--- config.mk ---
export PLATFORM = sky130hd
export DESIGN_NAME = ibus_frame_receiver_top
export DESIGN_NICKNAME = d
export VERILOG_FILES = /design/src/rtl/ibfr_pkg.sv /design/src/rtl/ibfr_ram.sv /design/src/rtl/ibfr_job_queue.sv /design/src/rtl/ibfr_front.sv /design/src/rtl/ibfr_back.sv /design/src/rtl/ibus_frame_receiver_top.sv
export VERILOG_INCLUDE_DIRS = /design/src /design/src/rtl
export SDC_FILE = /design/constraint.sdc
export NUM_CORES = 1
export LEC_CHECK = 0
export BUFFER_PORTS_ARGS = -buffer_cell sky130_fd_sc_hd__buf_2
export CAP_MARGIN = 20
export CELL_PAD_IN_SITES_DETAIL_PLACEMENT = 1
export CELL_PAD_IN_SITES_GLOBAL_PLACEMENT = 1
export CORE_AREA = 2 2 156 272
export DETAILED_ROUTE_END_ITERATION = 10
export DIE_AREA = 0 0 158 274
export GPL_TIMING_DRIVEN = 0
export PLACE_DENSITY_LB_ADDON = 0.1
export SYNTH_ARGS = -nofsm -noshare
export SYNTH_HDL_FRONTEND = slang
export SYNTH_HIERARCHICAL = 1
export SYNTH_SLANG_ARGS = --single-unit
--- constraint.sdc ---
create_clock -name clk -period 12.1 [get_ports clk]
set_clock_uncertainty 0.05 [all_clocks]
set_input_delay 1.21 -clock clk [delete_from_list [all_inputs] [get_ports clk]]
set_output_delay 1.21 -clock clk [all_outputs]
set_load 0.005 [all_outputs]
--- src/rtl/ibus_frame_receiver_top_assert.svh ---
// assertion macros for the ibus frame receiver
`ifndef IBUS_FRAME_RECEIVER_TOP_ASSERT_SVH
`define IBUS_FRAME_RECEIVER_TOP_ASSERT_SVH

`define IBFR_ASSERT_ALWAYS(lbl, cond) \
	lbl: assert property (@(posedge clk) disable iff (!arst_n) (cond)) \
		else $error("ibfr invariant violated");

`define IBFR_ASSERT_IMPLY(lbl, pre, post) \
	lbl: assert property (@(posedge clk) disable iff (!arst_n) (pre) |-> (post)) \
		else $error("ibfr implication violated");

`endif

--- src/rtl/ibfr_pkg.sv ---
package ibfr_pkg;

	localparam int NumChannelsDefault = 14;

	localparam logic [7:0]  HdrFirst  = 8'h20;
	localparam logic [7:0]  HdrSecond = 8'h40;
	localparam logic [15:0] SumStart  = 16'hFFFF;
	localparam logic [15:0] SumInit   = SumStart - {8'h00, HdrFirst} - {8'h00, HdrSecond};

	localparam logic [15:0] ChanMinReset      = 16'd1000;
	localparam logic [15:0] ChanMaxReset      = 16'd2000;
	localparam logic [15:0] ClampMarginReset  = 16'd500;
	localparam logic [7:0]  FrameTimeoutReset = 8'd4;
	localparam logic [15:0] FailsafeReset     = 16'd21;

	localparam logic ACT_BYTE = 1'b0;
	localparam logic ACT_TICK = 1'b1;

	localparam logic KIND_CHANNEL  = 1'b0;
	localparam logic KIND_FAILSAFE = 1'b1;

	typedef enum logic [2:0] {
		REG_CHAN_MIN      = 3'd0,
		REG_CHAN_MAX      = 3'd1,
		REG_CLAMP_MARGIN  = 3'd2,
		REG_FRAME_TIMEOUT = 3'd3,
		REG_FAILSAFE      = 3'd4
	} reg_index_t;

	typedef struct packed {
		logic       action;
		logic [7:0] rx_byte;
	} in_item_t;

	typedef struct packed {
		logic        kind;
		logic [4:0]  channel_index;
		logic [15:0] channel_value;
		logic        last;
	} out_item_t;

	typedef struct packed {
		logic [15:0] chan_min;
		logic [15:0] chan_max;
		logic [15:0] clamp_margin;
		logic [7:0]  frame_timeout_ticks;
		logic [15:0] failsafe_ticks;
	} cfg_t;

	typedef struct packed {
		logic full;
		logic empty;
	} q_status_t;

	typedef enum logic [1:0] {
		PH_HUNT,
		PH_HDR2,
		PH_COLLECT
	} phase_t;

	typedef enum logic [1:0] {
		BK_IDLE,
		BK_READ,
		BK_EMIT,
		BK_FAIL
	} back_state_t;

endpackage

--- src/rtl/ibfr_ram.sv ---
module ibfr_ram #(
	parameter int Width = 16,
	parameter int Depth = 14,
	localparam int AddrW = (Depth > 1) ? $clog2(Depth) : 1
) (
	input  logic             clk,
	input  logic             we,
	input  logic [AddrW-1:0] waddr,
	input  logic [Width-1:0] wdata,
	input  logic             re,
	input  logic [AddrW-1:0] raddr,
	output logic [Width-1:0] rdata
);

	logic [Width-1:0] mem [Depth];
	logic [Width-1:0] rdata_q;

	always_ff @(posedge clk) begin
		if (we) begin
			mem[waddr] <= wdata;
		end
		if (re) begin
			rdata_q <= mem[raddr];
		end
	end

	assign rdata = rdata_q;

endmodule

--- src/rtl/ibfr_job_queue.sv ---
module ibfr_job_queue (
	input  logic                clk,
	input  logic                arst_n,
	input  logic                push,
	input  logic                push_kind,
	input  logic                pop,
	output logic                head_kind,
	output ibfr_pkg::q_status_t status
);

	logic [1:0] kind_q;
	logic       wr_ptr_q;
	logic       rd_ptr_q;
	logic [1:0] count_q;

	always_ff @(posedge clk or negedge arst_n) begin
		if (!arst_n) begin
			wr_ptr_q <= 1'b0;
			rd_ptr_q <= 1'b0;
			count_q  <= 2'd0;
		end else begin
			if (push) begin
				wr_ptr_q <= ~wr_ptr_q;
			end
			if (pop) begin
				rd_ptr_q <= ~rd_ptr_q;
			end
			if (push && !pop) begin
				count_q <= count_q + 2'd1;
			end else if (pop && !push) begin
				count_q <= count_q - 2'd1;
			end
		end
	end

	always_ff @(posedge clk) begin
		if (push) begin
			kind_q[wr_ptr_q] <= push_kind;
		end
	end

	assign head_kind    = kind_q[rd_ptr_q];
	assign status.full  = (count_q == 2'd2);
	assign status.empty = (count_q == 2'd0);

endmodule

--- src/rtl/ibfr_front.sv ---
module ibfr_front #(
	parameter int NumChannels = ibfr_pkg::NumChannelsDefault,
	localparam int DataBytes = 2 * NumChannels,
	localparam int PosW = $clog2(DataBytes + 2),
	localparam int AddrW = (NumChannels > 1) ? $clog2(NumChannels) : 1
) (
	input  logic                clk,
	input  logic                arst_n,
	input  logic                in_valid,
	output logic                in_ready,
	input  ibfr_pkg::in_item_t  in_data,
	input  ibfr_pkg::cfg_t      cfg,
	input  logic                back_busy,
	input  ibfr_pkg::q_status_t q_status,
	output logic                push,
	output logic                push_kind,
	output logic                ram_we,
	output logic [AddrW-1:0]    ram_waddr,
	output logic [15:0]         ram_wdata
);

	ibfr_pkg::phase_t phase_q, phase_d;
	logic [PosW-1:0] pos_q, pos_d;
	logic [15:0]     sum_q, sum_d;
	logic [7:0]      low_q, low_d;
	logic [7:0]      cks_low_q, cks_low_d;
	logic [7:0]      ht_q, ht_d;
	logic [15:0]     st_q, st_d;
	logic            lost_q, lost_d;

	logic        acc;
	logic        is_tick;
	logic [7:0]  b;
	logic        data_byte;
	logic        cks_low_byte;
	logic [7:0]  ht_inc;
	logic [15:0] st_inc;
	logic        timeout_hit;
	logic        fail_hit;
	logic        good;
	logic        stall;

	assign data_byte    = (pos_q < PosW'(DataBytes));
	assign cks_low_byte = (pos_q == PosW'(DataBytes));
	assign stall        = (phase_q == ibfr_pkg::PH_COLLECT) && data_byte && back_busy;
	assign in_ready     = !stall && !q_status.full;
	assign acc          = in_valid && in_ready;
	assign is_tick      = (in_data.action == ibfr_pkg::ACT_TICK);
	assign b            = in_data.rx_byte;

	assign ht_inc      = (ht_q == 8'hFF) ? ht_q : ht_q + 8'd1;
	assign st_inc      = (st_q == 16'hFFFF) ? st_q : st_q + 16'd1;
	assign timeout_hit = (ht_inc > cfg.frame_timeout_ticks);
	assign fail_hit    = !lost_q && (st_inc >= cfg.failsafe_ticks);
	assign good        = ({b, cks_low_q} == sum_q);

	assign ram_waddr = pos_q[AddrW:1];
	assign ram_wdata = {b, low_q};

	// next phase
	always_comb begin
		phase_d = phase_q;
		if (acc) begin
			if (is_tick) begin
				if (phase_q != ibfr_pkg::PH_HUNT && timeout_hit) begin
					phase_d = ibfr_pkg::PH_HUNT;
				end
			end else begin
				case (phase_q)
					ibfr_pkg::PH_HUNT: begin
						if (b == ibfr_pkg::HdrFirst) begin
							phase_d = ibfr_pkg::PH_HDR2;
						end
					end
					ibfr_pkg::PH_HDR2: begin
						if (b == ibfr_pkg::HdrSecond) begin
							phase_d = ibfr_pkg::PH_COLLECT;
						end else if (b != ibfr_pkg::HdrFirst) begin
							phase_d = ibfr_pkg::PH_HUNT;
						end
					end
					ibfr_pkg::PH_COLLECT: begin
						if (!data_byte && !cks_low_byte) begin
							phase_d = ibfr_pkg::PH_HUNT;
						end
					end
					default: phase_d = ibfr_pkg::PH_HUNT;
				endcase
			end
		end
	end

	// datapath and outputs
	always_comb begin
		pos_d     = pos_q;
		sum_d     = sum_q;
		low_d     = low_q;
		cks_low_d = cks_low_q;
		ht_d      = ht_q;
		st_d      = st_q;
		lost_d    = lost_q;
		push      = 1'b0;
		push_kind = ibfr_pkg::KIND_CHANNEL;
		ram_we    = 1'b0;
		if (acc) begin
			if (is_tick) begin
				if (phase_q != ibfr_pkg::PH_HUNT) begin
					ht_d = ht_inc;
				end
				if (!lost_q) begin
					st_d = st_inc;
				end
				if (fail_hit) begin
					lost_d    = 1'b1;
					push      = 1'b1;
					push_kind = ibfr_pkg::KIND_FAILSAFE;
				end
			end else begin
				case (phase_q)
					ibfr_pkg::PH_HUNT: begin
						if (b == ibfr_pkg::HdrFirst) begin
							ht_d = 8'd0;
						end
					end
					ibfr_pkg::PH_HDR2: begin
						if (b == ibfr_pkg::HdrSecond) begin
							ht_d  = 8'd0;
							pos_d = '0;
							sum_d = ibfr_pkg::SumInit;
						end
					end
					ibfr_pkg::PH_COLLECT: begin
						if (data_byte) begin
							if (!pos_q[0]) begin
								low_d = b;
							end else begin
								ram_we = 1'b1;
							end
							sum_d = sum_q - {8'h00, b};
							pos_d = pos_q + PosW'(1);
						end else if (cks_low_byte) begin
							cks_low_d = b;
							pos_d     = pos_q + PosW'(1);
						end else begin
							pos_d = '0;
							if (good) begin
								lost_d    = 1'b0;
								st_d      = 16'd0;
								push      = 1'b1;
								push_kind = ibfr_pkg::KIND_CHANNEL;
							end
						end
					end
					default: ;
				endcase
			end
		end
	end

	always_ff @(posedge clk or negedge arst_n) begin
		if (!arst_n) begin
			phase_q   <= ibfr_pkg::PH_HUNT;
			pos_q     <= '0;
			sum_q     <= ibfr_pkg::SumInit;
			cks_low_q <= 8'd0;
			ht_q      <= 8'd0;
			st_q      <= 16'd0;
			lost_q    <= 1'b1;
		end else begin
			phase_q   <= phase_d;
			pos_q     <= pos_d;
			sum_q     <= sum_d;
			cks_low_q <= cks_low_d;
			ht_q      <= ht_d;
			st_q      <= st_d;
			lost_q    <= lost_d;
		end
	end

	always_ff @(posedge clk) begin
		low_q <= low_d;
	end

endmodule

--- src/rtl/ibfr_back.sv ---
module ibfr_back #(
	parameter int NumChannels = ibfr_pkg::NumChannelsDefault,
	localparam int AddrW = (NumChannels > 1) ? $clog2(NumChannels) : 1
) (
	input  logic                clk,
	input  logic                arst_n,
	input  ibfr_pkg::cfg_t      cfg,
	input  ibfr_pkg::q_status_t q_status,
	input  logic                head_kind,
	output logic                pop,
	output logic                busy,
	output logic                ram_re,
	output logic [AddrW-1:0]    ram_raddr,
	input  logic [15:0]         ram_rdata,
	output logic                out_valid,
	input  logic                out_ready,
	output ibfr_pkg::out_item_t out_data
);

	ibfr_pkg::back_state_t state_q, state_d;
	logic [AddrW-1:0]      ch_q;
	logic                  out_valid_q;
	ibfr_pkg::out_item_t   out_data_q;
	ibfr_pkg::out_item_t   load_item;
	logic                  load;
	logic                  slot_free;
	logic                  ch_last;

	function automatic logic [15:0] clamp_value(input logic [15:0] v, input ibfr_pkg::cfg_t c);
		logic signed [17:0] x;
		logic signed [17:0] lo_m;
		logic [16:0]        hi_m;
		logic [15:0]        r;
		x    = signed'({2'b00, v});
		lo_m = signed'({2'b00, c.chan_min}) - signed'({2'b00, c.clamp_margin});
		hi_m = {1'b0, c.chan_max} + {1'b0, c.clamp_margin};
		if (v == 16'd0) begin
			r = 16'd0;
		end else if (x < lo_m) begin
			r = 16'd0;
		end else if (v < c.chan_min) begin
			r = c.chan_min;
		end else if (v <= c.chan_max) begin
			r = v;
		end else if ({1'b0, v} < hi_m) begin
			r = c.chan_max;
		end else begin
			r = 16'd0;
		end
		return r;
	endfunction

	assign slot_free = !out_valid_q || out_ready;
	assign ch_last   = (ch_q == AddrW'(NumChannels - 1));
	assign busy      = (state_q != ibfr_pkg::BK_IDLE) || !q_status.empty;
	assign ram_raddr = ch_q;

	// next state
	always_comb begin
		state_d = state_q;
		case (state_q)
			ibfr_pkg::BK_IDLE: begin
				if (!q_status.empty) begin
					state_d = (head_kind == ibfr_pkg::KIND_FAILSAFE) ?
						ibfr_pkg::BK_FAIL : ibfr_pkg::BK_READ;
				end
			end
			ibfr_pkg::BK_READ: state_d = ibfr_pkg::BK_EMIT;
			ibfr_pkg::BK_EMIT: begin
				if (slot_free) begin
					state_d = ch_last ? ibfr_pkg::BK_IDLE : ibfr_pkg::BK_READ;
				end
			end
			ibfr_pkg::BK_FAIL: begin
				if (slot_free) begin
					state_d = ibfr_pkg::BK_IDLE;
				end
			end
			default: state_d = ibfr_pkg::BK_IDLE;
		endcase
	end

	// outputs
	always_comb begin
		pop       = 1'b0;
		ram_re    = 1'b0;
		load      = 1'b0;
		load_item = '0;
		case (state_q)
			ibfr_pkg::BK_IDLE: pop = !q_status.empty;
			ibfr_pkg::BK_READ: ram_re = 1'b1;
			ibfr_pkg::BK_EMIT: begin
				load                    = slot_free;
				load_item.kind          = ibfr_pkg::KIND_CHANNEL;
				load_item.channel_index = 5'(ch_q);
				load_item.channel_value = clamp_value(ram_rdata, cfg);
				load_item.last          = ch_last;
			end
			ibfr_pkg::BK_FAIL: begin
				load           = slot_free;
				load_item.kind = ibfr_pkg::KIND_FAILSAFE;
				load_item.last = 1'b1;
			end
			default: ;
		endcase
	end

	always_ff @(posedge clk or negedge arst_n) begin
		if (!arst_n) begin
			state_q     <= ibfr_pkg::BK_IDLE;
			ch_q        <= '0;
			out_valid_q <= 1'b0;
		end else begin
			state_q <= state_d;
			if (pop) begin
				ch_q <= '0;
			end else if (state_q == ibfr_pkg::BK_EMIT && slot_free && !ch_last) begin
				ch_q <= ch_q + AddrW'(1);
			end
			if (load) begin
				out_valid_q <= 1'b1;
			end else if (out_ready) begin
				out_valid_q <= 1'b0;
			end
		end
	end

	always_ff @(posedge clk) begin
		if (load) begin
			out_data_q <= load_item;
		end
	end

	assign out_valid = out_valid_q;
	assign out_data  = out_data_q;

endmodule

--- src/rtl/ibus_frame_receiver_top.sv ---
// channel  direction  handshake           payload
// in       input      in_valid/in_ready   in_data: action, rx_byte
// out      output     out_valid/out_ready out_data: kind, channel_index, channel_value, last
// cfg      input      cfg_we              cfg_index, cfg_wdata
//
// bytes and ticks are taken one per cycle while in_ready is high; the parser makes
// no wait of its own; a good frame drains as NumChannels results, each via a ram
// read and then the output register, after the job is popped off the queue; a
// failsafe result goes to the output register after that pop
// frame data bytes are held off while the previous burst still drains
// asynchronous active-low reset; payload ram has no clearing pass
`include "ibus_frame_receiver_top_assert.svh"

module ibus_frame_receiver_top #(
	parameter int NumChannels = ibfr_pkg::NumChannelsDefault,
	localparam int AddrW = (NumChannels > 1) ? $clog2(NumChannels) : 1
) (
	input  logic                clk,
	input  logic                arst_n,
	input  logic                in_valid,
	output logic                in_ready,
	input  ibfr_pkg::in_item_t  in_data,
	output logic                out_valid,
	input  logic                out_ready,
	output ibfr_pkg::out_item_t out_data,
	input  logic                cfg_we,
	input  logic [2:0]          cfg_index,
	input  logic [15:0]         cfg_wdata
);

	ibfr_pkg::cfg_t      cfg_q;
	ibfr_pkg::q_status_t q_status;
	logic                job_push;
	logic                job_kind;
	logic                job_pop;
	logic                head_kind;
	logic                back_busy;
	logic                ram_we;
	logic [AddrW-1:0]    ram_waddr;
	logic [15:0]         ram_wdata;
	logic                ram_re;
	logic [AddrW-1:0]    ram_raddr;
	logic [15:0]         ram_rdata;

	always_ff @(posedge clk or negedge arst_n) begin
		if (!arst_n) begin
			cfg_q.chan_min            <= ibfr_pkg::ChanMinReset;
			cfg_q.chan_max            <= ibfr_pkg::ChanMaxReset;
			cfg_q.clamp_margin        <= ibfr_pkg::ClampMarginReset;
			cfg_q.frame_timeout_ticks <= ibfr_pkg::FrameTimeoutReset;
			cfg_q.failsafe_ticks      <= ibfr_pkg::FailsafeReset;
		end else if (cfg_we) begin
			case (cfg_index)
				ibfr_pkg::REG_CHAN_MIN:      cfg_q.chan_min            <= cfg_wdata;
				ibfr_pkg::REG_CHAN_MAX:      cfg_q.chan_max            <= cfg_wdata;
				ibfr_pkg::REG_CLAMP_MARGIN:  cfg_q.clamp_margin        <= cfg_wdata;
				ibfr_pkg::REG_FRAME_TIMEOUT: cfg_q.frame_timeout_ticks <= cfg_wdata[7:0];
				ibfr_pkg::REG_FAILSAFE:      cfg_q.failsafe_ticks      <= cfg_wdata;
				default: ;
			endcase
		end
	end

	ibfr_front #(
		.NumChannels(NumChannels)
	) u_front (
		.clk      (clk),
		.arst_n   (arst_n),
		.in_valid (in_valid),
		.in_ready (in_ready),
		.in_data  (in_data),
		.cfg      (cfg_q),
		.back_busy(back_busy),
		.q_status (q_status),
		.push     (job_push),
		.push_kind(job_kind),
		.ram_we   (ram_we),
		.ram_waddr(ram_waddr),
		.ram_wdata(ram_wdata)
	);

	ibfr_job_queue u_queue (
		.clk      (clk),
		.arst_n   (arst_n),
		.push     (job_push),
		.push_kind(job_kind),
		.pop      (job_pop),
		.head_kind(head_kind),
		.status   (q_status)
	);

	ibfr_ram #(
		.Width(16),
		.Depth(NumChannels)
	) u_payload_ram (
		.clk  (clk),
		.we   (ram_we),
		.waddr(ram_waddr),
		.wdata(ram_wdata),
		.re   (ram_re),
		.raddr(ram_raddr),
		.rdata(ram_rdata)
	);

	ibfr_back #(
		.NumChannels(NumChannels)
	) u_back (
		.clk      (clk),
		.arst_n   (arst_n),
		.cfg      (cfg_q),
		.q_status (q_status),
		.head_kind(head_kind),
		.pop      (job_pop),
		.busy     (back_busy),
		.ram_re   (ram_re),
		.ram_raddr(ram_raddr),
		.ram_rdata(ram_rdata),
		.out_valid(out_valid),
		.out_ready(out_ready),
		.out_data (out_data)
	);

	`IBFR_ASSERT_ALWAYS(a_no_push_when_full, !(job_push && q_status.full))
	`IBFR_ASSERT_ALWAYS(a_no_ram_collision, !(ram_we && ram_re))
	`IBFR_ASSERT_IMPLY(a_failsafe_shape, out_valid && out_data.kind == ibfr_pkg::KIND_FAILSAFE, out_data.last && out_data.channel_index == 5'd0 && out_data.channel_value == 16'd0)
	`IBFR_ASSERT_IMPLY(a_last_channel, out_valid && out_data.kind == ibfr_pkg::KIND_CHANNEL && out_data.last, out_data.channel_index == 5'(NumChannels - 1))

endmodule

==> run summary, run 1 <==
CTS Root Buffer Type = clkbuf_16
Max Transition Viols Final = 0
Sequential-to-total area share from yosys stat = 0.542
Net load switching power = 1970 µW
R2R Setup Slk = 6.51 ns
Cts bufs inserted = 40
Top FF cell, synth = edfxtp_1
CORE AREA = 0.0414 mm²
Pwr dens = 219 mW/mm²
I/O Buffers = 56
Post-Route WL = 60.5 mm
Initial antenna violation count = 0
DRC violations left = 0
Max-Slew Margin vs Limit = 0.325
Distinct cell type count after synthesis = 94
Req. time, crit path = 12.43 ns
CTS Hold Bufs = 0
Worst slew pin tran = 1.01 ns
Initial DRC Count = 687
Hold WC Path Type = flip-flop to flip-flop
Hold Slack = 0.440 ns
Worst setup path end = u_back/out_data[15]$_SDFFCE_PP0P_
Footprint of the multi-input gates = 0.00909 mm²
Maximum VDD drop = 0.133 mV
Fill cells = 4213
Post-synth EDFFs = 272
Routability cong. = 0.899
Total leakage power = 0.00939 µW
Total track usage = 0.286
Vias in the first global route = 15900
Sink Count = 411
Clock share of power = 0.238
Rows = 99
Register bit total from synthesis = 411
Outcome = complete, no violations
Clk Latency, worst-skew pair = 0.56 ns
RR Startpoint = cfg_q[40]$_DFFE_PN0P_
Initial Util = 0.521
Largest net degree at the start of global routing = 75
FMAX = 179 MHz
Area Growth Syn to Fin = 12.2%
Via density = 6.09
DRT Pass-1 Iters = 5
Final hold violation count = 0
Bufs on Longest Clock Path = 3
FF-to-FF End = u_back/out_data[15]$_SDFFCE_PP0P_
DIE AREA = 0.0433 mm²
Gr ovfl total = 0
Slowest-stage cell, CP = fa_1
Final Non-Filler Cells = 2386
Setup-failing EPs final = 0
Kind of critical path = flip-flop to flip-flop
Gate power share = 0.393
Endpoint class of the critical path = flip-flop
Crit. Startpoint = cfg_q[40]$_DFFE_PN0P_
Die H = 274 µm
Post CTS Setup Buffer Count = 0
Ys async rst share = 0.338
TritonCTS clock tree = yes
CP peak stage delay = 0.45 ns
P_int = 3330 µW
Mapped Area = 0.0216 mm²
Post-Syn Area per Cell = 12.8 µm²
Post-synthesis cell count = 1684
Switch share = 0.372
Total power = 5300 µW
CP arrival = 5.92 ns
Yosys warns = 6
Final worst-path cycle share = 0.462
Final core occ = 0.585
Nets@finish = 1971
MaxCap Viol Count = 0
Synth top area share = 0.379
Count leader, synth = edfxtp_1
Yosys top cell by area = edfxtp_1
Syn nets = 1855
Most instantiated cells after synthesis = edfxtp_1, ha_1, inv_1, dfrtp_1, nand2_1
# IOs = 58
H-tree depth = 2
Die W = 158 µm
First-pass GRT wire length = 92.8 mm
DR vias = 14500
DR WL/cell = 25.3 µm
Share of cells above drive strength 1 = 0.204
Sequential Power Share = 0.369
Critical Path Start Type = flip-flop
Critical path cell sequence = ha_1 -> fa_1 -> a21o_1 -> a211oi_1 -> o21ai_1 -> a31oi_1 -> a21oi_1 -> a21oi_1 -> o21bai_1 -> xnor2_1 -> ha_1 -> a21o_1 -> a211o_1 -> a211oi_1 -> o211ai_1 -> nand3_2 -> buf_2 -> nand4_1 -> a31oi_2
Min cycle time layout = 5.59 ns
Ant diodes = 0
Clk slew on worst S/H paths = 0.07 ns
Dpl cells = 2313
CTS resizes = 0
Area contributors post-synth = edfxtp_1, dfrtp_1, ha_1
Hpwl dp = 45.2 mm
Storage element area = 0.0117 mm²
Antenna violation net count after detailed routing = 0
RSZ-0062 raised after global routing = no
CP max FO = 10
Cell depth of the worst flop-to-flop path = 19
Setup_tns = 0 ns
==> cells in the final DEF (no fill, tap or decap), types with 25 or more instances in the layout <==
| cell type | n |
|---|---|
| a21oi_1 | 72 |
| buf_2 | 73 |
| clkbuf_1 | 36 |
| clkbuf_16 | 40 |
| dfrtp_1 | 102 |
| dfstp_2 | 37 |
| edfxtp_1 | 272 |
| ha_1 | 135 |
| inv_1 | 110 |
| mux2_1 | 30 |
| mux2_2 | 69 |
| mux4_2 | 39 |
| nand2_1 | 92 |
| nand2b_1 | 25 |
| nand3_1 | 41 |
| nand4_1 | 50 |
| nor2_1 | 75 |
| o21ai_0 | 42 |
| xor2_1 | 39 |
==> kinds of logic (layout without fill, tap and decap cells) <==
group           after synthesis  count (layout)  share of synthesized area
flops                       411             411                      0.542
fa+ha+maj                   138             138                     0.0811
xor+xnor                     61              61                     0.0248
buf+inv                     182             329                     0.0386
simple gates                417             417                      0.102
mux                         168             168                      0.113
other cells                   1               1                   0.000174
compound gates              306             306                     0.0986
==> metrics by stage <==
stage / worst slack [ns] / area [µm²]
global route: 6.26 / 24200
CTS: 6.53 / 24200
global placement: 6.51 / 22500
detailed placement: 6.56 / 22900
floorplan: 7.95 / 21600
finish: 6.51 / 24200
==> how the worst min path moves through the flow <==
stage / startpoint / end / slack [ns] / cells after the start
detailed placement: u_queue/rd_ptr_q$_DFFE_PN0P_ / u_queue/rd_ptr_q$_DFFE_PN0P_ / 0.42 / 1
floorplan: u_queue/rd_ptr_q$_DFFE_PN0P_ / u_queue/rd_ptr_q$_DFFE_PN0P_ / 0.40 / 1
global placement: u_queue/rd_ptr_q$_DFFE_PN0P_ / u_queue/rd_ptr_q$_DFFE_PN0P_ / 0.42 / 1
CTS: u_queue/rd_ptr_q$_DFFE_PN0P_ / u_queue/rd_ptr_q$_DFFE_PN0P_ / 0.45 / 1
finish: u_front/lost_q$_DFFE_PN1P_ / u_front/lost_q$_DFFE_PN1P_ / 0.44 / 2
global route: u_front/lost_q$_DFFE_PN1P_ / u_front/lost_q$_DFFE_PN1P_ / 0.47 / 2
==> worst max-delay path, delay by kind of cell (launching register included) <==
kind	cells	cell delay, ns
buffers and inverters	1	0.27
xor gates and xnor gates	1	0.14
DFF	1	0.44
AOI/OAI and AO/OA	12	3.15
and+or+nand+nor	2	0.35
adders and majority gates	3	1.01
==> state kept, by name (all words and copies together) (netlist names), 2 cells and up <==
signal,count
u_front/pos_q,5
u_front/ht_q,8
u_front/cks_low_q,8
u_back/state_q,2
u_payload_ram/rdata,16
u_front/low_q,8
cfg_q,72
u_queue/count_q,2
u_front/phase_q,2
u_back/out_data,22
u_front/st_q,16
u_front/sum_q,16
u_payload_ram/mem,224
u_back/ram_raddr,4
u_queue/kind_q,2
==> per-layer routing <==
metal	up-vias	wire length [µm]	GRT usage
met5	-	0	0
met4	0	3460	0.153
met3	159	1890	0.0316
met2	336	33100	0.538
met1	7426	22000	0.310
li1	6607	-	-
==> area by class of cell <==
cell class | instances | share of cell area
flip-flops and latches | 411 | 0.483
clock buffers | 52 | 0.0445
clock inverters | 21 | 0.00951
multi-input cells | 1091 | 0.376
well taps | 555 | 0.0287
repair buffers | 74 | 0.0242
plain buffers | 70 | 0.0170
inverters | 112 | 0.0174
==> power groups by stage <==
| stage | logic [µW] | registers (µW) | clock network (µW) |
|---|---|---|---|
| final | 2080 | 1950 | 1260 |
| after global routing | 2300 | 1980 | 1340 |
| after CTS | 2080 | 1960 | 1290 |
| after detailed placement | 2070 | 1980 | 0 |
| after global placement | 1960 | 1980 | 0 |
| after floorplan | 1480 | 1890 | 0 |
Note: power is estimated with default switching activity, not from simulation.
==> run 2, diff against run 1 <==
Settings changed: CORE_AREA 2 2 156 272 to 2 2 165 289, DIE_AREA 0 0 158 274 to 0 0 167 291.
Clock period 12.1 ns to 4.92 ns, I/O delays scaled along.
==> run 2 against run 1 <==
  * Hold slack got worse by 0.28 ns
  * First-iteration DRC count is 11% lower
  * Die area rose by 12%
  * Non-clock buffer count up 7
  * Sequential share of layout area is 0.26 points lower
  * Sequential cell count unchanged
  * Final cell count grew 1.7%
  * Sequential power is 150% higher
  * Critical path depth did not move
  * Clock-buffer cell count shrank 10
  * Register-to-register slack worse by 6.3 ns
  * Routed wire length hardly changed
==> run summary, run 2 (synthesis gave the netlist of run 1 again) <==
TritonCTS clock tree = yes (unchanged)
DRT Pass-1 Iters = 5 (unchanged)
Req. time, crit path = 5.25 ns (was 12.43 ns)
Slowest-stage cell, CP = dfrtp_2 (was fa_1)
Ant diodes = 0 (unchanged)
# IOs = 58 (unchanged)
Clk slew on worst S/H paths = 0.07 ns (about the same)
DRC violations left = 0 (unchanged)
Endpoint class of the critical path = flip-flop (unchanged)
Clk Latency, worst-skew pair = 0.57 ns (was 0.56 ns)
Total track usage = 0.250 (was 0.286)
Via density = 5.89 (was 6.09)
FF-to-FF End = u_back/out_data[1]$_SDFFCE_PP0P_ (was u_back/out_data[15]$_SDFFCE_PP0P_)
Setup-failing EPs final = 0 (unchanged)
Nets@finish = 1978 (was 1971)
Pwr dens = 541 mW/mm² (was 219 mW/mm²)
Hpwl dp = 44.7 mm (was 45.2 mm)
First-pass GRT wire length = 93.0 mm (was 92.8 mm)
R2R Setup Slk = 0.18 ns (was 6.51 ns)
Share of cells above drive strength 1 = 0.217 (was 0.204)
Bufs on Longest Clock Path = 3 (unchanged)
Max Transition Viols Final = 0 (unchanged)
DR vias = 14300 (was 14500)
H-tree depth = 2 (unchanged)
CP peak stage delay = 0.45 ns (about the same)
Crit. Startpoint = cfg_q[40]$_DFFE_PN0P_ (unchanged)
Kind of critical path = flip-flop to flip-flop (unchanged)
Max-Slew Margin vs Limit = 0.321 (was 0.325)
Cell area after layout = 0.0243 mm² (was 0.0242 mm²)
CP arrival = 5.07 ns (was 5.92 ns)
Routed wl met2 = 34.3 mm (was 33.1 mm)
Leading cell type in the layout, fill and taps excluded = edfxtp_1 (unchanged)
DR WL/cell = 24.9 µm (was 25.3 µm)
Initial DRC Count = 610 (was 687)
DR top layer = met4 (unchanged)
Final worst-path cycle share = 0.963 (was 0.462)
DIE AREA = 0.0486 mm² (was 0.0433 mm²)
Largest net degree at the start of global routing = 82 (was 75)
Routability cong. = 0.830 (was 0.899)
Sink Count = 411 (unchanged)
Cell depth of the worst flop-to-flop path = 19 (unchanged)
Placed cell area = 0.0229 mm² (about the same)
Maximum VDD drop = 0.385 mV (was 0.133 mV)
DRT met1 WL = 22.3 mm (was 22.0 mm)
RSZ-0062 raised after global routing = yes (was no)
Initial antenna violation count = 0 (unchanged)
Area Growth Syn to Fin = 12.8% (was 12.2%)
Gr ovfl total = 0 (unchanged)
Die W = 167 µm (was 158 µm)
CTS Root Buffer Type = clkbuf_16 (unchanged)
Worst setup path end = u_back/out_data[1]$_SDFFCE_PP0P_ (was u_back/out_data[15]$_SDFFCE_PP0P_)
Vias in the first global route = 15600 (was 15900)
MaxCap Viol Count = 0 (unchanged)
Antenna violation net count after detailed routing = 0 (unchanged)
Critical Path Start Type = flip-flop (unchanged)
RR Startpoint = cfg_q[40]$_DFFE_PN0P_ (unchanged)
Worst min-delay path startpoint = cfg_wdata[9] (was u_front/lost_q$_DFFE_PN1P_)
Cts bufs inserted = 40 (unchanged)
Worst slew pin tran = 1.02 ns (was 1.01 ns)
Rows = 105 (was 99)
Min cycle time layout = 4.74 ns (was 5.59 ns)
Post-Route WL = 60.4 mm (was 60.5 mm)
Max reg flops = 224 (unchanged)
Largest Register = u_payload_ram/mem (unchanged)
Critical path cell sequence = ha_1 -> fa_1 -> a21o_1 -> a211oi_2 -> o21ai_2 -> a31oi_4 -> a21oi_2 -> a21oi_1 -> o21bai_1 -> xnor2_1 -> ha_1 -> a21o_1 -> a211o_1 -> a211oi_4 -> o211ai_1 -> nand3_2 -> buf_4 -> nand4_1 -> a31oi_2 (was ha_1 -> fa_1 -> a21o_1 -> a211oi_1 -> o21ai_1 -> a31oi_1 -> a21oi_1 -> a21oi_1 -> o21bai_1 -> xnor2_1 -> ha_1 -> a21o_1 -> a211o_1 -> a211oi_1 -> o211ai_1 -> nand3_2 -> buf_2 -> nand4_1 -> a31oi_2)
FMAX = 211 MHz (was 179 MHz)
Hold WC Path Type = input pin to flip-flop (was flip-flop to flip-flop)
CP max FO = 6 (was 10)
Final hold violation count = 0 (unchanged)
I/O Buffers = 56 (unchanged)
Metal3 WL = 1.50 mm (was 1.89 mm)
Die H = 291 µm (was 274 µm)
Setup_tns = 0 ns (unchanged)
Total leakage power = 0.00942 µW (was 0.00939 µW)
Outcome = complete, no violations (unchanged)
Most frequent cells in the layout = edfxtp_1, ha_1, inv_1 (unchanged)
Initial Util = 0.465 (was 0.521)
CORE AREA = 0.0464 mm² (was 0.0414 mm²)
## run 2: cell types whose count changed in the layout (fill, tap and decap cells not counted), sizes merged
cell / before / now
buf: 117 / 123
bufinv: 4 / 3
clkbuf: 79 / 69
clkinv: 13 / 21
clkinvlp: 2 / 5
dlygate4sd3: 0 / 1
## run 2: worst min path at each step
stage               slack [ns]  cells past startpoint                            to
finish                    0.16                      2         cfg_q[33]$_DFFE_PN0P_
global route              0.16                      2         cfg_q[33]$_DFFE_PN0P_
CTS                       0.14                      2         cfg_q[33]$_DFFE_PN0P_
detailed placement        0.43                      1  u_queue/wr_ptr_q$_DFFE_PN0P_
global placement          0.42                      1  u_queue/rd_ptr_q$_DFFE_PN0P_
floorplan                 0.15                      0         cfg_q[10]$_DFFE_PN0P_
## run 2: area by class of cell
| class | count | area, µm² |
|---|---|---|
| buffer | 70 | 418 |
| clock buffer | 42 | 1030 |
| clock inverter | 31 | 260 |
| fill | 4730 | 22000 |
| inverter | 112 | 420 |
| multi-input combinational | 1091 | 9180 |
| sequential | 411 | 11700 |
| tap | 588 | 736 |
| timing repair buffer | 81 | 604 |
## run 2: worst max-delay path, delay by kind of cell (launching register included)
kind | cells | cell delay, ns
compound gates | 12 | 2.49
fa+ha+maj | 3 | 0.97
simple gates | 2 | 0.30
flops | 1 | 0.45
xor+xnor | 1 | 0.14
buf+inv | 1 | 0.14
## run 2: stage by stage
stage / util / hold WS (ns) / power (µW) / setup slack, ns / cells
after floorplan: - / 0.146 / 8290 / 0.796 / 1684
after global placement: 0.487 / 0.415 / 9740 / -0.554 / 2328
after detailed placement: 0.494 / 0.427 / 10000 / -0.625 / 2347
after CTS: 0.523 / 0.141 / 13200 / 0.00313 / 2423
after global routing: 0.525 / 0.158 / 14000 / -0.0287 / 2426
final: 0.525 / 0.164 / 13200 / 0.182 / 2426
## run 2: per-layer routing
layer	GRT usage	vias up
met2	0.494	254
met1	0.271	7322
met3	0.0254	104
met5	0	-
met4	0.0927	0
li1	-	6612
## run 2: what timing repair did
action / CTS / global route
setup buffers: 2 / 3
hold endpoints to repair: 53 / 0
hold buffers: 1 / 0
setup endpoints to repair: 17 / 18
pin swaps: 4 / 5
resized for setup: 8 / 10
## run 2: power breakdown
part | internal [µW] | switching, µW | total (µW) | leakage [µW]
sequential | 4290 | 515 | 4810 | 0.00415
clock | 1690 | 1410 | 3100 | 0.000633
combinational | 2210 | 3050 | 5260 | 0.00464
total | 8190 | 4980 | 13200 | 0.00942
==> run 3, diff against run 2 <==
Settings changed: BUFFER_PORTS_ARGS -buffer_cell sky130_fd_sc_hd__buf_2 to unset, CORE_AREA 2 2 165 289 to 2 2 164 286, DIE_AREA 0 0 167 291 to 0 0 166 288, DONT_BUFFER_PORTS set to 1, GPL_TIMING_DRIVEN 0 to unset.
==> run 3 against run 2 <==
  * Final cell count is 3.7% lower
  * Die area down 1.6%
  * Register-to-register slack gained 0.03 ns
  * First-iteration DRC count up 26%
  * Critical endpoint is now u_back/out_data[12]$_SDFFCE_PP0P_
  * Largest power group is now sequential cells
==> run summary, run 3 (synthesis gave the netlist of run 1 again) <==
MaxCap Viol Count = 0 (unchanged)
Leading cell type in the layout, fill and taps excluded = edfxtp_1 (unchanged)
Initial Util = 0.472 (was 0.465)
Via density = 6.02 (was 5.89)
Final hold violation count = 0 (unchanged)
Max Transition Viols Final = 0 (unchanged)
Most frequent cells in the layout = edfxtp_1, ha_1, inv_1 (unchanged)
Hold WC Path Type = input pin to flip-flop (unchanged)
H-tree depth = 2 (unchanged)
CTS Root Buffer Type = clkbuf_16 (unchanged)
Fill cells = 4552 (was 4730)
Bufs on Longest Clock Path = 3 (unchanged)
Gr ovfl total = 0 (unchanged)
WHS Path Cells = 1 (was 2)
DRT Pass-1 Iters = 5 (unchanged)
P_int = 8080 µW (was 8190 µW)
Kind of critical path = flip-flop to flip-flop (unchanged)
Hpwl dp = 40.5 mm (was 44.7 mm)
CP arrival = 5.08 ns (was 5.07 ns)
Gate power share = 0.364 (was 0.399)
Setup-failing EPs final = 0 (unchanged)
Die H = 288 µm (was 291 µm)
DR WL/cell = 25.5 µm (was 24.9 µm)
Vias in the first global route = 15200 (was 15600)
Share of cells above drive strength 1 = 0.168 (was 0.217)
Post-Route WL = 59.5 mm (was 60.4 mm)
Cts bufs inserted = 42 (was 40)
FF-to-FF End = u_back/out_data[12]$_SDFFCE_PP0P_ (was u_back/out_data[1]$_SDFFCE_PP0P_)
Worst min-delay path startpoint = cfg_wdata[15] (was cfg_wdata[9])
Rows = 104 (was 105)
Area Growth Syn to Fin = 10.7% (was 12.8%)
# IOs = 58 (unchanged)
Die W = 166 µm (was 167 µm)
Sink Count = 411 (unchanged)
Req. time, crit path = 5.29 ns (was 5.25 ns)
Sequential Power Share = 0.390 (was 0.365)
Min cycle time layout = 4.71 ns (was 4.74 ns)
Total leakage power = 0.00912 µW (was 0.00942 µW)
TritonCTS clock tree = yes (unchanged)
FMAX = 212 MHz (was 211 MHz)
Pwr dens = 542 mW/mm² (was 541 mW/mm²)
CORE AREA = 0.0457 mm² (was 0.0464 mm²)
Clk Latency, worst-skew pair = 0.57 ns (about the same)
Switch share = 0.375 (was 0.378)
Critical Path Start Type = flip-flop (unchanged)
R2R Setup Slk = 0.21 ns (was 0.18 ns)
Total track usage = 0.247 (was 0.250)
CP max FO = 8 (was 6)
DR vias = 14100 (was 14300)
Nets@finish = 1888 (was 1978)
Max reg flops = 224 (unchanged)
Clk slew on worst S/H paths = 0.06 ns (was 0.07 ns)
Clock share of power = 0.246 (was 0.236)
Net load switching power = 4860 µW (was 4980 µW)
I/O Buffers = 0 (was 56)
Initial DRC Count = 766 (was 610)
Initial antenna violation count = 1 (was 0)
Largest Register = u_payload_ram/mem (unchanged)
RR Startpoint = cfg_q[24]$_DFFE_PN0P_ (was cfg_q[40]$_DFFE_PN0P_)
Final worst-path cycle share = 0.958 (was 0.963)
Outcome = complete, no violations (unchanged)
Setup_tns = 0 ns (unchanged)
Antenna violation net count after detailed routing = 0 (unchanged)
Worst Hold Path EP = cfg_q[71]$_DFFE_PN0P_ (was cfg_q[33]$_DFFE_PN0P_)
Largest net degree at the start of global routing = 140 (was 82)
Endpoint class of the critical path = flip-flop (unchanged)
DRC violations left = 0 (unchanged)
First-pass GRT wire length = 90.3 mm (was 93.0 mm)
DIE AREA = 0.0478 mm² (was 0.0486 mm²)
Worst slew pin tran = 1.06 ns (was 1.02 ns)
Routability cong. = 0.866 (was 0.830)
Cell depth of the worst flop-to-flop path = 19 (unchanged)
Hold Slack = 0.0197 ns (was 0.164 ns)
Max-Slew Margin vs Limit = 0.290 (was 0.321)
Maximum VDD drop = 0.368 mV (was 0.385 mV)
## run 3: cell count changes in the layout (fill, tap and decap cells not counted), sizes merged
cell         previous run  this run
clkinv                 21        19
diode                   0         4
buf                   123        34
clkinvlp                5         1
dlygate4sd3             1        24
clkbuf                 69        52
nand3                  43        44
## run 3: power groups by stage
stage | Clock [µW] | Sequential, µW | Combinational (µW)
after global routing | 3380 | 5140 | 5200
final | 3180 | 5050 | 4710
after CTS | 3270 | 5070 | 4620
after detailed placement | 0 | 5140 | 4520
after global placement | 0 | 5120 | 4360
after floorplan | 0 | 4660 | 3630
## run 3: worst max-delay path by stage
stage                                from                                 to
floorplan           cfg_q[24]$_DFFE_PN0P_  u_back/out_data[10]$_SDFFCE_PP0P_
global placement    cfg_q[40]$_DFFE_PN0P_  u_back/out_data[14]$_SDFFCE_PP0P_
detailed placement  cfg_q[24]$_DFFE_PN0P_   u_back/out_data[4]$_SDFFCE_PP0P_
CTS                 cfg_q[24]$_DFFE_PN0P_  u_back/out_data[10]$_SDFFCE_PP0P_
global route        cfg_q[24]$_DFFE_PN0P_  u_back/out_data[13]$_SDFFCE_PP0P_
finish              cfg_q[24]$_DFFE_PN0P_  u_back/out_data[12]$_SDFFCE_PP0P_
## run 3: routing by layer
metal / up-vias / routed length (µm) / GRT usage / part of all wire
met5: - / 0 / 0 / 0
met4: 0 / 2300 / 0.0970 / 0.039
met3: 104 / 1820 / 0.0283 / 0.031
met2: 253 / 32800 / 0.478 / 0.55
met1: 7250 / 22500 / 0.274 / 0.38
li1: 6453 / - / - / -
## run 3: critical path: stages, from the launching register on
cell	delay, ns
dfrtp_1	0.42
ha_1	0.27
fa_1	0.42
a21o_1	0.21
a211oi_2	0.22
buf_4	0.16
o21ai_1	0.11
a31oi_2	0.21
a21oi_1	0.13
a21oi_1	0.16
o21bai_1	0.09
xnor2_1	0.13
ha_1	0.29
a21o_1	0.18
a211o_1	0.33
a211oi_2	0.28
o211ai_1	0.29
nand3_2	0.30
nand4_1	0.15
a31oi_2	0.18
## run 3: repair_timing
item                                    CTS  global route
endpoints found under the setup margin    0            16
setup buffers                             0             0
endpoints found under the hold margin   285             1
hold buffers                             24             1
gates resized for setup                   0             5
## run 3: per-stage QoR
step	instance area, µm²	utilization	std cells	total power (µW)	setup slack, ns
finish	23900	0.523	2337	12900	0.207
global route	23900	0.523	2336	13700	-0.0192
CTS	23800	0.522	2331	13000	0.224
detailed placement	22200	0.486	2230	9650	0.255
global placement	22200	0.486	2230	9480	0.380
floorplan	21600	-	1684	8290	0.796
## run 3: final cells by class
class                      instances  area (µm²)  area share
sequential                       411       11700       0.490
multi-input combinational       1092        9160       0.384
clock buffer                      52        1100      0.0460
tap                              583         729      0.0305
timing repair buffer              58         515      0.0216
inverter                         112         420      0.0176
clock inverter                    25         249      0.0104
antenna                            4        10.0    0.000419
